## src/hdl/kic_pkg.sv

```systemverilog
// Shared types and constants for the key and IV pair cache.
package kic_pkg;

	// Fixed field widths.
	localparam int KEY_WORD_W = 64;
	localparam int STAMP_W    = 32;
	localparam int SLOT_W     = 10;
	localparam int CFG_W      = 11;
	localparam int KV_W       = 6 * KEY_WORD_W;

	// Reset value of the active slot count.
	localparam logic [CFG_W-1:0] CFG_ACTIVE_RESET = 11'd1024;

	// Operation codes.
	localparam logic OP_FILL   = 1'b0;
	localparam logic OP_LOOKUP = 1'b1;

	// One request as it arrives on the command port.
	typedef struct packed {
		logic                  op;
		logic [KEY_WORD_W-1:0] key_word0;
		logic [KEY_WORD_W-1:0] key_word1;
		logic [KEY_WORD_W-1:0] key_word2;
		logic [KEY_WORD_W-1:0] key_word3;
		logic [KEY_WORD_W-1:0] iv_word0;
		logic [KEY_WORD_W-1:0] iv_word1;
		logic [STAMP_W-1:0]    now_seconds;
	} req_t;

	// One result.
	typedef struct packed {
		logic              hit;
		logic [SLOT_W-1:0] slot_index;
		logic              filled;
	} rsp_t;

	// Control from the sequencer to the scan unit.
	typedef struct packed {
		logic clear;
		logic eval;
	} scan_ctl_t;

	// Packs key and IV into one memory word.
	function automatic logic [KV_W-1:0] kv_pack(req_t r);
		return {r.key_word3, r.key_word2, r.key_word1, r.key_word0, r.iv_word1, r.iv_word0};
	endfunction

endpackage

```

## src/hdl/kic_scan.sv

```systemverilog
// Per-entry match and least recently used tracking, one entry per cycle.
module kic_scan #(
	parameter int AW = 10
) (
	input  logic                     clk,
	input  kic_pkg::scan_ctl_t       ctl,
	input  logic [AW-1:0]            idx,
	input  logic [kic_pkg::KV_W-1:0] key_iv,
	input  logic [kic_pkg::STAMP_W-1:0] start_stamp,
	input  logic [kic_pkg::KV_W-1:0] rd_kv,
	input  logic [kic_pkg::STAMP_W-1:0] rd_stamp,
	output logic                     match,
	output logic [AW-1:0]            best_idx
);
	import kic_pkg::*;

	logic [STAMP_W-1:0] best_stamp_q;
	logic [AW-1:0]      best_idx_q;

	// Compare the entry read this cycle against the request.
	assign match = ctl.eval && (rd_kv == key_iv);

	// Keep the oldest stamp strictly below the request time; lower index wins ties.
	always_ff @(posedge clk) begin
		if (ctl.clear) begin
			best_stamp_q <= start_stamp;
			best_idx_q   <= '0;
		end else if (ctl.eval && (rd_stamp < best_stamp_q)) begin
			best_stamp_q <= rd_stamp;
			best_idx_q   <= idx;
		end
	end

	assign best_idx = best_idx_q;

endmodule

```

## config.mk

```make
export PLATFORM = sky130hd
export DESIGN_NAME = kic_scan
export DESIGN_NICKNAME = d
export VERILOG_FILES = /design/src/hdl/kic_pkg.sv /design/src/hdl/kic_scan.sv
export SDC_FILE = /design/constraint.sdc
export NUM_CORES = 1
export LEC_CHECK = 0
export ABC_CLOCK_PERIOD_IN_PS = 4100
export BUFFER_PORTS_ARGS = -buffer_cell sky130_fd_sc_hd__buf_2
export CAP_MARGIN = 30
export CORE_AREA = 8 8 323 325
export DETAILED_ROUTE_END_ITERATION = 7
export DIE_AREA = 0 0 331 333
export PLACE_DENSITY = 0.32
export SLEW_MARGIN = 20
export SYNTH_ARGS = -nofsm -noshare
export SYNTH_HDL_FRONTEND = slang
export SYNTH_SLANG_ARGS = --single-unit
```

## constraint.sdc

```tcl
create_clock -name clk -period 4.1 [get_ports clk]
set_input_delay 0.615 -clock clk [delete_from_list [all_inputs] [get_ports clk]]
set_output_delay 0.615 -clock clk [all_outputs]
set_load 0.01 [all_outputs]
```

Word level (Yosys, flattened, before mapping)
Cells that the tools add are included.
{"block": "op_classes", "reduce_logical": 3, "order_cmp": 1, "eq_ne": 1, "bitwise_logic": 0, "add_sub_neg": 0, "shifts": 0, "n_mux": 2, "div": 0, "multipliers": 0}
{"operator": "== test 384 bit", "count": 1}
{"operator": "2-to-1 mux 32 bit", "count": 2}
{"operator": "< comparator 32 bit", "count": 1}
{"operator": "logical AND 1 bit", "count": 2}
{"operator": "nonzero test 2 bit", "count": 1}
{"block": "word_totals", "elab_cells": 9, "romBits": 0, "latchBits": 0, "ramBits": 0, "reg_bits": 42, "memories": 0, "output_inout_bits": 11}

Depth between registers and ports, before layout
Gate-level depths: netlist of run 1.
{"block": "logic_depth", "depth_word": 4, "ltp_mapped": 9, "ltp_nobuf": 8}

Worst setup path before layout of run 1
No wires, ideal clock.
{"block": "synth_timing", "path_type": "input to register", "startpoint": "input port rd_stamp[19] in the netlist's numbering", "endpoint": "register best_stamp_q[0], enable pin", "path_stages": 7, "t_arrival_ns": 3.485, "required_time_ns": 3.672, "path_buffers": 1, "setup_slack_ns": 0.187, "path_cell_list": "ha_1 > a21oi_2 > o21ai_1 > a221o_1 > a211o_1 > buf_2 > o21bai_1"}
{"block": "synth_via", "elab_chain_cells": 3}
{"item": "start: declaration", "line_no": "kic_scan.sv:11", "source": "input logic [kic_pkg::STAMP_W-1:0] rd_stamp,"}
{"item": "< comparator 32 bit", "line_no": "kic_scan.sv:28", "source": "end else if (ctl.eval && (rd_stamp < best_stamp_q)) begin"}
{"item": "logical AND 1 bit", "line_no": "kic_scan.sv:28"}
{"item": "nonzero test 2 bit (no line)"}
{"item": "end signal: assignment", "line_no": "kic_scan.sv:26", "source": "best_stamp_q <= start_stamp;"}
{"item": "end signal: assignment", "line_no": "kic_scan.sv:29", "source": "best_stamp_q <= rd_stamp;"}
{"item": "end: declaration", "line_no": "kic_scan.sv:17", "source": "logic [STAMP_W-1:0] best_stamp_q;"}
Every way passes these cells.
A chain may end at the register's enable or synchronous reset.

Worst setup path in the final report of run 1
{"block": "layout_timing", "startpoint": "input port rd_kv[139] in the netlist's numbering", "endpoint": "output port match"}
{"block": "layout_via", "elab_chain_cells": 2}
{"item": "start: declaration", "line_no": "kic_scan.sv:10", "source": "input logic [kic_pkg::KV_W-1:0] rd_kv,"}
{"item": "== test 384 bit", "line_no": "kic_scan.sv:21", "source": "assign match = ctl.eval && (rd_kv == key_iv);"}
{"item": "logical AND 1 bit", "line_no": "kic_scan.sv:21"}
{"item": "end: declaration", "line_no": "kic_scan.sv:12", "source": "output logic match,"}
Every way passes these cells.

==> results of run 1 <==
==> state kept, by name (all words and copies together) (netlist names) <==
name / cells
best_idx: 10
best_stamp_q: 32
==> layout by cell type, fill, tap and decap left out, types with 26 or more instances in the layout <==
| master | Yosys | routed |
|---|---|---|
| o22ai_1 | 44 | 44 |
| nor4_1 | 45 | 43 |
| xnor2_1 | 134 | 134 |
| ha_1 | 31 | 31 |
| buf_4 | 0 | 27 |
| edfxtp_1 | 32 | 32 |
| buf_2 | 3 | 855 |
| inv_1 | 177 | 177 |
| mux2_2 | 32 | 32 |
| nor2b_1 | 85 | 85 |
| diode_2 | 0 | 26 |
| nand2b_1 | 86 | 86 |
| xor2_1 | 44 | 44 |
| o2111ai_1 | 28 | 28 |
| nand4_1 | 49 | 49 |
==> final cells by class <==
| type | instances | share of cell area [%] |
|---|---|---|
| inverters | 177 | 4.76 |
| clock buffers | 5 | 0.896 |
| multi-input cells | 746 | 41.5 |
| flip-flops and latches | 42 | 8.32 |
| repair buffers | 882 | 32.1 |
| clock inverters | 3 | 0.314 |
| well taps | 1298 | 11.6 |
| diodes | 26 | 0.466 |
==> path summary, 6_finish.rpt <==
kind	from	endpoint	slack [ps]	cells after the start
max	rd_kv[139]	match	190	9
min	best_idx[3]$_SDFFE_PP0P_	best_idx[3]$_SDFFE_PP0P_	480	2
max reg2reg	best_stamp_q[1]$_DFFE_PP_	best_stamp_q[14]$_DFFE_PP_	1360	8
min reg2reg	best_idx[3]$_SDFFE_PP0P_	best_idx[3]$_SDFFE_PP0P_	480	2
==> kinds of logic (layout without fill, tap and decap cells) <==
kind of cell / Yosys count / in the layout / synth area share (%)
mux: 32 / 32 / 4.72
flops: 42 / 42 / 15.2
compound gates: 199 / 199 / 20.3
fa+ha+maj: 31 / 31 / 5.08
xor+xnor: 178 / 178 / 20.4
buf+inv: 186 / 1067 / 9.29
other cells: 0 / 26 / 0
simple gates: 306 / 306 / 25.0
==> layer usage <==
| metal | vias to the layer above | part of all wire (%) |
|---|---|---|
| met5 | - | 0.35 |
| met4 | 56 | 2.7 |
| met3 | 171 | 10 |
| met2 | 760 | 46 |
| met1 | 5208 | 41 |
| li1 | 5292 | - |
==> what timing repair did <==
action                     4_1_cts  5_1_grt
hold buffers                     0        0
setup buffers                    0        0
setup endpoints to repair        1        0
resized for setup                1        0
==> stage by stage <==
stage	TNS, ps	std cells	cell area (sq um)	worst slack [ps]	util, %
after floorplan	0	974	7630	187	-
after global placement	-497	3145	13700	-497	13.8
after detailed placement	-82.5	3145	13700	-82.5	13.8
after CTS	0	3153	13900	94.0	14.0
after global routing	0	3168	13900	26.9	14.0
final	0	3179	14000	194	14.1
==> critical path, stage by stage <==
cell and delay, ps:
buf_2 100, nor2b_1 140, a2111o_1 440, a2111oi_0 420, buf_4 250, nand4_1 310
nor4_4 540, and4_1 310, buf_2 150
==> where the power goes <==
group / switching, uW / total, uW / internal, uW
Sequential: 11.2 / 518 / 506
Combinational: 712 / 1330 / 614
Clock: 201 / 490 / 289
==> key figures, run 1 <==
Layout
  – Footprint of the multi-input gates: slightly below 6000 sq um
  – FF/Latch Area: 1160 sq um
  – Nets: 2730
  – Filler cells: 11.7k
  – Fraction of layout instances using a drive strength above 1: 50.0%
  – Area Overhead vs Synth: 82.9%

Worst setup path
  – Kind of end point of the critical path: output pin
  – Worst-path maximum fanout: 2
  – CP arrival: 3290 ps
  – Critical Path Start Type: primary input
  – Crit Path Class: in2out
  – CP Data Required Time: about 3500 ps

Placement
  – GP Congestion: just under 1
  – Hpwl dp: 97200 microns
  – Port-buffer cells: 855

Drt
  – Via count: 11.5k
  – DR vias/cell: 3.61
  – 1st-pass router iterations: 5
  – DRC Markers: 0
  – Final WL: just over 100000 microns
  – Initial DRC count: between 500 and 600
  – Antenna viol nets, final: 0
  – Avg WL per Cell: 31.7 microns

Power
  – Pwr dens: roughly 170 nW/um^2
  – Total Power: 2330 uW
  – Maximum VDD drop: roughly 0.14 mV
  – P_leak: around 0.0067 uW

Logic synthesis
  – Post-synth top cells: inv_1, xnor2_1, nand2b_1
  – Fraction of registers with async set/reset: 0%
  – Synthesized area: 7630 sq um
  – Synth Net Count: 1850
  – Yosys top cell area share: 15.4%
  – Yosys synthesis warning count: 0
  – Dominant cell type by area after synthesis: xnor2_1
  – Top-count cell post-synth: inv_1
  – Synth cell types: 44
  – Syn_area_per_cell: slightly below 8 sq um
  – Area contributors post-synth: xnor2_1, edfxtp_1, inv_1, nand2b_1, nor2b_1
  – Most used flip-flop cell after synthesis: edfxtp_1
  – Synthesized flop and latch total: 42
  – Post-synth EDFFs: 32
  – Post-Synthesis Cells: 974
  – Sequential-to-total area share from yosys stat: 15.2%

Global route
  – Global-route wire length before repair: 125000 microns
  – Largest net degree at the start of global routing: 25
  – GR Util met1: approximately a fifth
  – Number of global-route vias before repair: 12.3k
  – Most Crowded Layer GR: met2
  – GR Util met3: under 10%
  – Initial antenna violation count: 126
  – Grt total ovfl: 0
  – GRT Total Usage: between 10% and 20%
  – Met2 Use GR: 29.2%

CTS
  – Worst-path clk slew: 60 ps
  – CTS Sinks: 42
  – Root Buffer: clkbuf_16
  – CTS tree: yes
  – Clock Path Buffers: 2
  – H-tree Lvls: 2
  – TritonCTS Buffers: 5
  – Clk Latency, worst-skew pair: roughly 310 ps

STA
  – Final period utilization: 95.3%
  – Max-slew violation count: 0
  – F_max: 0.256 GHz
  – RSZ-0062 raised after global routing: false
  – Count of final hold-check violations: 0
  – Max-Slew Margin vs Limit: 39.8%
  – Final hold slack: 482 ps
  – Clock Skews: between 8 and 9 ps
  – Final setup viols: 0
  – Slew @ Worst Pin: approximately 900 ps
  – Period minus WS final: 3910 ps

Floorplanning
  – Chip height: 333 microns
  – Row Count: 116
  – Ports: about 860
  – Core ar.: 99300 sq um
  – Die width: 331 microns
  – Initial Util: 7.69%
  – Die area: between 100000 and 150000 sq um

Job
  – Max cap viols: 0

Status
  – Status: finished, final reports clean

Worst hold path
  – Worst Hold Class: reg2reg
No activity file was read; power rests on OpenSTA's default activity.
==> run 2: changes to the inputs <==
--- a/config.mk
+++ b/config.mk
@@ -9,6 +9,7 @@
 export BUFFER_PORTS_ARGS = -buffer_cell sky130_fd_sc_hd__buf_2
 export CAP_MARGIN = 30
 export CORE_AREA = 8 8 323 325
+export CTS_BUF_LIST = sky130_fd_sc_hd__clkbuf_2
 export DETAILED_ROUTE_END_ITERATION = 7
 export DIE_AREA = 0 0 331 333
 export PLACE_DENSITY = 0.32
==> run 2 against run 1 <==
  * Register-to-register slack got worse by 30 ps
  * Routed wire length barely moved
  * Power fell by 8.7%
  * Setup slack got worse by 21 ps
  * First-iteration DRC count rose by 14%
  * Maximum frequency fell by 0.55%
  * Die area did not move
  * Combinational power barely moved
  * Critical path type unchanged
  * Critical endpoint unchanged
==> key figures, run 2 (synthesized netlist as in run 1, its figures left out) <==
Status
  – Status: finished, final reports clean (unchanged)

Floorplanning
  – Die width: 331 microns (unchanged)
  – Core ar.: 99300 sq um (unchanged)
  – Initial Util: 7.69% (unchanged)
  – Ports: 856 (unchanged)
  – Row Count: 116 (unchanged)
  – Chip height: 333 microns (unchanged)
  – Die area: 110000 sq um (unchanged)

STA
  – Final period utilization: 95.8% (was 95.3%)
  – Final setup viols: 0 (unchanged)
  – Final hold slack: 352 ps (was 482 ps)
  – F_max: 0.255 GHz (was 0.256 GHz)
  – RSZ-0062 raised after global routing: false (unchanged)
  – Period minus WS final: 3930 ps (was 3910 ps)
  – Clock Skews: 47.6 ps (was 8.84 ps)
  – Max-Slew Margin vs Limit: 39.7% (was 39.8%)
  – Max-slew violation count: 0 (unchanged)
  – Final setup margin: 172 ps (was 194 ps)
  – Slew @ Worst Pin: 904 ps (was 903 ps)
  – Count of final hold-check violations: 0 (unchanged)

Placement
  – Post-DP Area: 13700 sq um (unchanged)
  – Pre-CTS setup slack: -82.5 ps (unchanged)
  – Hpwl dp: 97200 microns (unchanged)
  – GP Congestion: 0.974 (unchanged)
  – Port-buffer cells: 855 (unchanged)
  – Dpl cells: 3145 (unchanged)

Drt
  – Uppermost layer routed: met5 (unchanged)
  – Final WL: 101000 microns (about the same)
  – Initial DRC count: 579 (was 506)
  – WL met1: 41200 microns (was 40900 microns)
  – Met2 wire length: 47200 microns (was 46800 microns)
  – DR WL met3: 9800 microns (was 10100 microns)
  – 1st-pass router iterations: 5 (unchanged)
  – DRC Markers: 0 (unchanged)
  – Avg WL per Cell: 31.8 microns (was 31.7 microns)
  – DR vias/cell: 3.61 (about the same)
  – Antenna viol nets, final: 0 (unchanged)
  – Via count: 11.5k (about the same)

Global route
  – Number of global-route vias before repair: 12.3k (about the same)
  – Global-route wire length before repair: 125000 microns (unchanged)
  – Grt total ovfl: 0 (unchanged)
  – Initial antenna violation count: 126 (unchanged)
  – GRT Total Usage: 17.3% (about the same)
  – Largest net degree at the start of global routing: 25 (unchanged)

Power
  – P_leak: 0.00667 uW (was 0.00671 uW)
  – Total Power: 2130 uW (was 2330 uW)
  – Maximum VDD drop: 0.146 mV (was 0.137 mV)
  – Pwr dens: 154 nW/um^2 (was 167 nW/um^2)

Worst hold path
  – Worst Hold Depth: 2 (unchanged)
  – Min-Delay Endpoint: best_stamp_q[24]$_DFFE_PP_ (was best_idx[3]$_SDFFE_PP0P_)
  – Hold path startpoint: start_stamp[24] (was best_idx[3]$_SDFFE_PP0P_)
  – Worst Hold Class: in2reg (was reg2reg)

Worst setup path
  – CP Data Required Time: 3480 ps (about the same)
  – Critical Path Max Stage Delay: 520 ps (was 540 ps)
  – Critical Path Start Type: primary input (unchanged)
  – Worst setup path startpoint: rd_kv[57] (was rd_kv[139])
  – Reg2reg path depth: 8 (unchanged)
  – Kind of end point of the critical path: output pin (unchanged)
  – Worst R2R Start: best_stamp_q[1]$_DFFE_PP_ (unchanged)
  – Crit Path Class: in2out (unchanged)
  – CP arrival: 3310 ps (was 3290 ps)
  – Most common cell on crit path: buf_4 (was buf_2)
  – Worst-path maximum fanout: 2 (unchanged)
  – Crit-path cells: buf_2 > nand2b_1 > buf_4 > o2111ai_1 > buf_4 > nor4_1 > buf_4 > nand4_1 > nor4_1 > buf_4 > and4_1 > buf_2 (was buf_2 > nor2b_1 > a2111o_1 > a2111oi_0 > buf_4 > nand4_1 > nor4_4 > and4_1 > buf_2)
  – Reg2Reg Setup Slack: 1330 ps (was 1360 ps)
  – Reg2reg end: best_stamp_q[14]$_DFFE_PP_ (unchanged)
  – Crit-path slowest cell: nor4_1 (was nor4_4)

CTS
  – Worst-path clk slew: 300 ps (was 60 ps)
  – TritonCTS Buffers: 5 (unchanged)
  – H-tree Lvls: 2 (unchanged)
  – Clk Latency, worst-skew pair: 530 ps (was 310 ps)
  – Clock Path Buffers: 2 (unchanged)
  – CTS Sinks: 42 (unchanged)
  – Post-CTS Setup Inserts: 0 (unchanged)
  – Root Buffer: clkbuf_2 (was clkbuf_16)
  – CTS tree: yes (unchanged)

Layout
  – FF/Latch Area: 1160 sq um (unchanged)
  – Area Overhead vs Synth: 81.5% (was 82.9%)
  – Finished Layout Cells: 3176 (was 3179)
  – Max reg flops: 32 (unchanged)
  – Register name with the most flops: best_stamp_q (unchanged)
  – Design area: 13900 sq um (was 14000 sq um)
  – Most frequent cells in the layout: buf_2, inv_1, xnor2_1, nand2b_1, nor2b_1 (unchanged)
  – Fraction of layout instances using a drive strength above 1: 50.0% (unchanged)
  – Footprint of the multi-input gates: 5800 sq um (unchanged)
  – Nets: 2730 (unchanged)
  – Filler cells: 11.7k (about the same)
  – Most common cell after layout, fill and taps aside: buf_2 (unchanged)

Job
  – Max cap viols: 0 (unchanged)
-- run 2: final cells by class --
| class | instances | area share, % |
|---|---|---|
| multi-input combinational | 746 | 41.8 |
| timing repair buffer | 882 | 32.3 |
| tap | 1298 | 11.7 |
| sequential | 42 | 8.38 |
| inverter | 177 | 4.80 |
| antenna | 23 | 0.415 |
| clock inverter | 3 | 0.316 |
| clock buffer | 5 | 0.181 |
-- run 2: timing repair --
| action | 4_1_cts | 5_1_grt |
|---|---|---|
| gates resized for setup | 1 | 0 |
| endpoints found under the setup margin | 1 | 0 |
| hold buffers | 0 | 0 |
-- run 2: where the power goes --
group | switching [uW] | internal, uW
sequential | 11.4 | 506
combinational | 710 | 614
clock | 184 | 104
total | 906 | 1220
-- run 2: metal layers --
metal | vias to the layer above | track usage (%)
met5 | - | 0
met4 | 62 | 3.21
met3 | 166 | 6.09
met2 | 719 | 29.5
met1 | 5218 | 20.9
li1 | 5292 | -
-- run 2: how the worst max path moves through the flow --
stage | slack [ps] | endpoint | depth (start not counted)
after floorplan | 190 | best_stamp_q[0]$_DFFE_PP_ | 7
after global placement | -500 | match | 9
after detailed placement | -80 | match | 9
after CTS | 90 | match | 9
after global routing | 30 | match | 11
final | 170 | match | 12
-- run 2: per-stage QoR --
stage	TNS (ps)	util [%]
after CTS	0	13.9
after global routing	0	13.9
after detailed placement	-82.5	13.8
final	0	14.0
after floorplan	0	-
after global placement	-497	13.8
-- run 2: worst max-delay path: cells and delay by family --
family          cells  cell delay, ps
simple gates        5            1360
compound gates      1             230
buf+inv             6            1090
==> run 3: changes to the inputs <==
--- a/config.mk
+++ b/config.mk
@@ -8,11 +8,12 @@
 export ABC_CLOCK_PERIOD_IN_PS = 4100
 export BUFFER_PORTS_ARGS = -buffer_cell sky130_fd_sc_hd__buf_2
 export CAP_MARGIN = 30
-export CORE_AREA = 8 8 323 325
+export CORE_AREA = 4 4 329 331
 export CTS_BUF_LIST = sky130_fd_sc_hd__clkbuf_2
 export DETAILED_ROUTE_END_ITERATION = 7
-export DIE_AREA = 0 0 331 333
-export PLACE_DENSITY = 0.32
+export DIE_AREA = 0 0 333 335
+export PLACE_DENSITY = 0.31
+export SETUP_SLACK_MARGIN = 0.3
 export SLEW_MARGIN = 20
 export SYNTH_ARGS = -nofsm -noshare
 export SYNTH_HDL_FRONTEND = slang
==> constraint.sdc (replaced) <==
create_clock -name clk -period 4.1 [get_ports clk]
set_input_delay 0.82 -clock clk [delete_from_list [all_inputs] [get_ports clk]]
set_output_delay 0.82 -clock clk [all_outputs]
set_load 0.01 [all_outputs]
==> run 3 against run 2 <==
  * Critical path depth decreased by 2
  * Via count increased by 0.75%
  * Clock power decreased by 23%
  * Die area increased by 1.2%
  * Clock-buffer cell count increased by 1
  * Non-clock buffer count increased by 20
  * Sequential share of layout area decreased by 0.23 points
  * Hold slack improved by 150 ps
  * Flip-flop and latch count unchanged
  * Sequential power about the same
  * Clock skew decreased by 23 ps
  * Combinational power increased by 3%
  * Largest cell class unchanged
==> key figures, run 3 (synthesized netlist as in run 1, its figures left out) <==
CTS
  – Hold Buf Count CTS: 0 (unchanged)
  – Root Buffer: clkbuf_2 (unchanged)
  – Clk Latency, worst-skew pair: 500 ps (was 530 ps)
  – H-tree Lvls: 2 (unchanged)
  – TritonCTS Buffers: 5 (unchanged)
  – CTS tree: yes (unchanged)
  – CTS Sinks: 42 (unchanged)
  – Post-CTS Setup Inserts: 0 (unchanged)
  – Clock Path Buffers: 2 (unchanged)
  – Worst-path clk slew: 230 ps (was 300 ps)

Placement
  – GP Congestion: 0.935 (was 0.974)
  – Port-buffer cells: 855 (unchanged)
  – Dpl cells: 3258 (was 3145)
  – Pre-CTS setup slack: -245 ps (was -82.5 ps)
  – Hpwl dp: 94700 microns (was 97200 microns)

STA
  – Max-Slew Margin vs Limit: 39.5% (was 39.7%)
  – Max-slew violation count: 0 (unchanged)
  – Count of final hold-check violations: 0 (unchanged)
  – Clock Skews: 24.8 ps (was 47.6 ps)
  – Final period utilization: 92.1% (was 95.8%)
  – F_max: 0.265 GHz (was 0.255 GHz)
  – RSZ-0062 raised after global routing: true (was false)
  – Final setup margin: 326 ps (was 172 ps)
  – Final setup viols: 0 (unchanged)
  – Slew @ Worst Pin: 907 ps (was 904 ps)
  – Period minus WS final: 3770 ps (was 3930 ps)

Layout
  – Max reg flops: 32 (unchanged)
  – Nets: 2750 (was 2730)
  – Finished Layout Cells: 3291 (was 3176)
  – Fraction of layout instances using a drive strength above 1: 51.4% (was 50.0%)
  – Area Overhead vs Synth: 86.7% (was 81.5%)
  – Most common cell after layout, fill and taps aside: buf_2 (unchanged)
  – Most frequent cells in the layout: buf_2, inv_1, xnor2_1, nand2b_1, nor2b_1 (unchanged)
  – Register name with the most flops: best_stamp_q (unchanged)

Job
  – Max cap viols: 0 (unchanged)

Worst setup path
  – CP arrival: 2950 ps (was 3310 ps)
  – Reg2Reg Setup Slack: 1540 ps (was 1330 ps)
  – Worst-path maximum fanout: 2 (unchanged)
  – Critical Path Start Type: primary input (unchanged)
  – CP Data Required Time: 3280 ps (was 3480 ps)
  – Kind of end point of the critical path: output pin (unchanged)
  – Crit Path Class: in2out (unchanged)

Floorplanning
  – Die width: 333 microns (was 331 microns)
  – Core ar.: 105000 sq um (was 99300 sq um)
  – Chip height: 335 microns (was 333 microns)
  – Row Count: 119 (was 116)
  – Ports: 856 (unchanged)
  – Die area: 112000 sq um (was 110000 sq um)
  – Initial Util: 7.26% (was 7.69%)

Global route
  – Largest net degree at the start of global routing: 29 (was 25)
  – Global-route wire length before repair: 121000 microns (was 125000 microns)
  – GRT Total Usage: 16.6% (was 17.3%)
  – Number of global-route vias before repair: 12.0k (was 12.3k)
  – Initial antenna violation count: 108 (was 126)
  – Grt total ovfl: 0 (unchanged)

Power
  – Total Power: 2100 uW (was 2130 uW)
  – Pwr dens: 147 nW/um^2 (was 154 nW/um^2)
  – P_leak: 0.00678 uW (was 0.00667 uW)
  – Maximum VDD drop: 0.110 mV (was 0.146 mV)

Drt
  – 1st-pass router iterations: 5 (unchanged)
  – DRC Markers: 0 (unchanged)
  – Final WL: 98300 microns (was 101000 microns)
  – Via count: 11.5k (about the same)
  – Avg WL per Cell: 29.9 microns (was 31.8 microns)
  – DR vias/cell: 3.51 (was 3.61)
  – Antenna viol nets, final: 0 (unchanged)
  – Initial DRC count: 617 (was 579)

Status
  – Status: finished, final reports clean (unchanged)

Worst hold path
  – Worst Hold Class: reg2reg (was in2reg)
-- run 3: area by class of cell --
cell class / count / area, sq um
antenna: 25 / 62.6
clock buffer: 6 / 30.0
clock inverter: 2 / 13.8
fill: 12500 / 90900
inverter: 177 / 668
multi-input combinational: 746 / 5900
sequential: 42 / 1160
tap: 1391 / 1740
timing repair buffer: 902 / 4680
-- run 3: path summary, 6_finish.rpt --
| kind | start | end | cells after the start |
|---|---|---|---|
| max reg2reg | best_stamp_q[19]$_DFFE_PP_ | best_stamp_q[27]$_DFFE_PP_ | 8 |
| min | best_idx[6]$_SDFFE_PP0P_ | best_idx[6]$_SDFFE_PP0P_ | 2 |
| max | key_iv[264] | match | 10 |
| min reg2reg | best_idx[6]$_SDFFE_PP0P_ | best_idx[6]$_SDFFE_PP0P_ | 2 |
-- run 3: routing by layer --
metal / GRT usage (%) / vias up / wire, microns
met4: 1.92 / 42 / 1740
met5: 0 / - / 286
met2: 28.8 / 705 / 46600
met3: 5.40 / 157 / 8490
li1: - / 5340 / -
met1: 20.6 / 5299 / 41200
-- run 3: per-stage QoR --
step	utilization, %	cell area, sq um	setup TNS, ps	hold WS, ps
4_1_cts	13.5	14200	0	468
6_report	13.6	14300	0	503
5_1_grt	13.5	14200	0	498
3_5_place_dp	13.3	14000	-245	474
2_1_floorplan	-	7640	0	503
3_3_place_gp	13.3	14000	-343	467
-- run 3: critical path, cell delays in order --
cell and delay (ps):
buf_2 110, nor2b_1 120, a2111o_1 400, a2111oi_2 350, buf_4 170, nand4_1 100, buf_4 190, nor4_2 280
and4_4 300, buf_6 110
-- run 3: what timing repair did --
action | 4_1_cts | 5_1_grt
pin swaps | 10 | 2
gates resized for setup | 27 | 3
setup endpoints to repair | 1 | 1
-- run 3: power breakdown --
part	internal [uW]	switching [uW]	total [uW]
Combinational	633	729	1360
Sequential	506	11.9	518
Clock	44.8	176	221
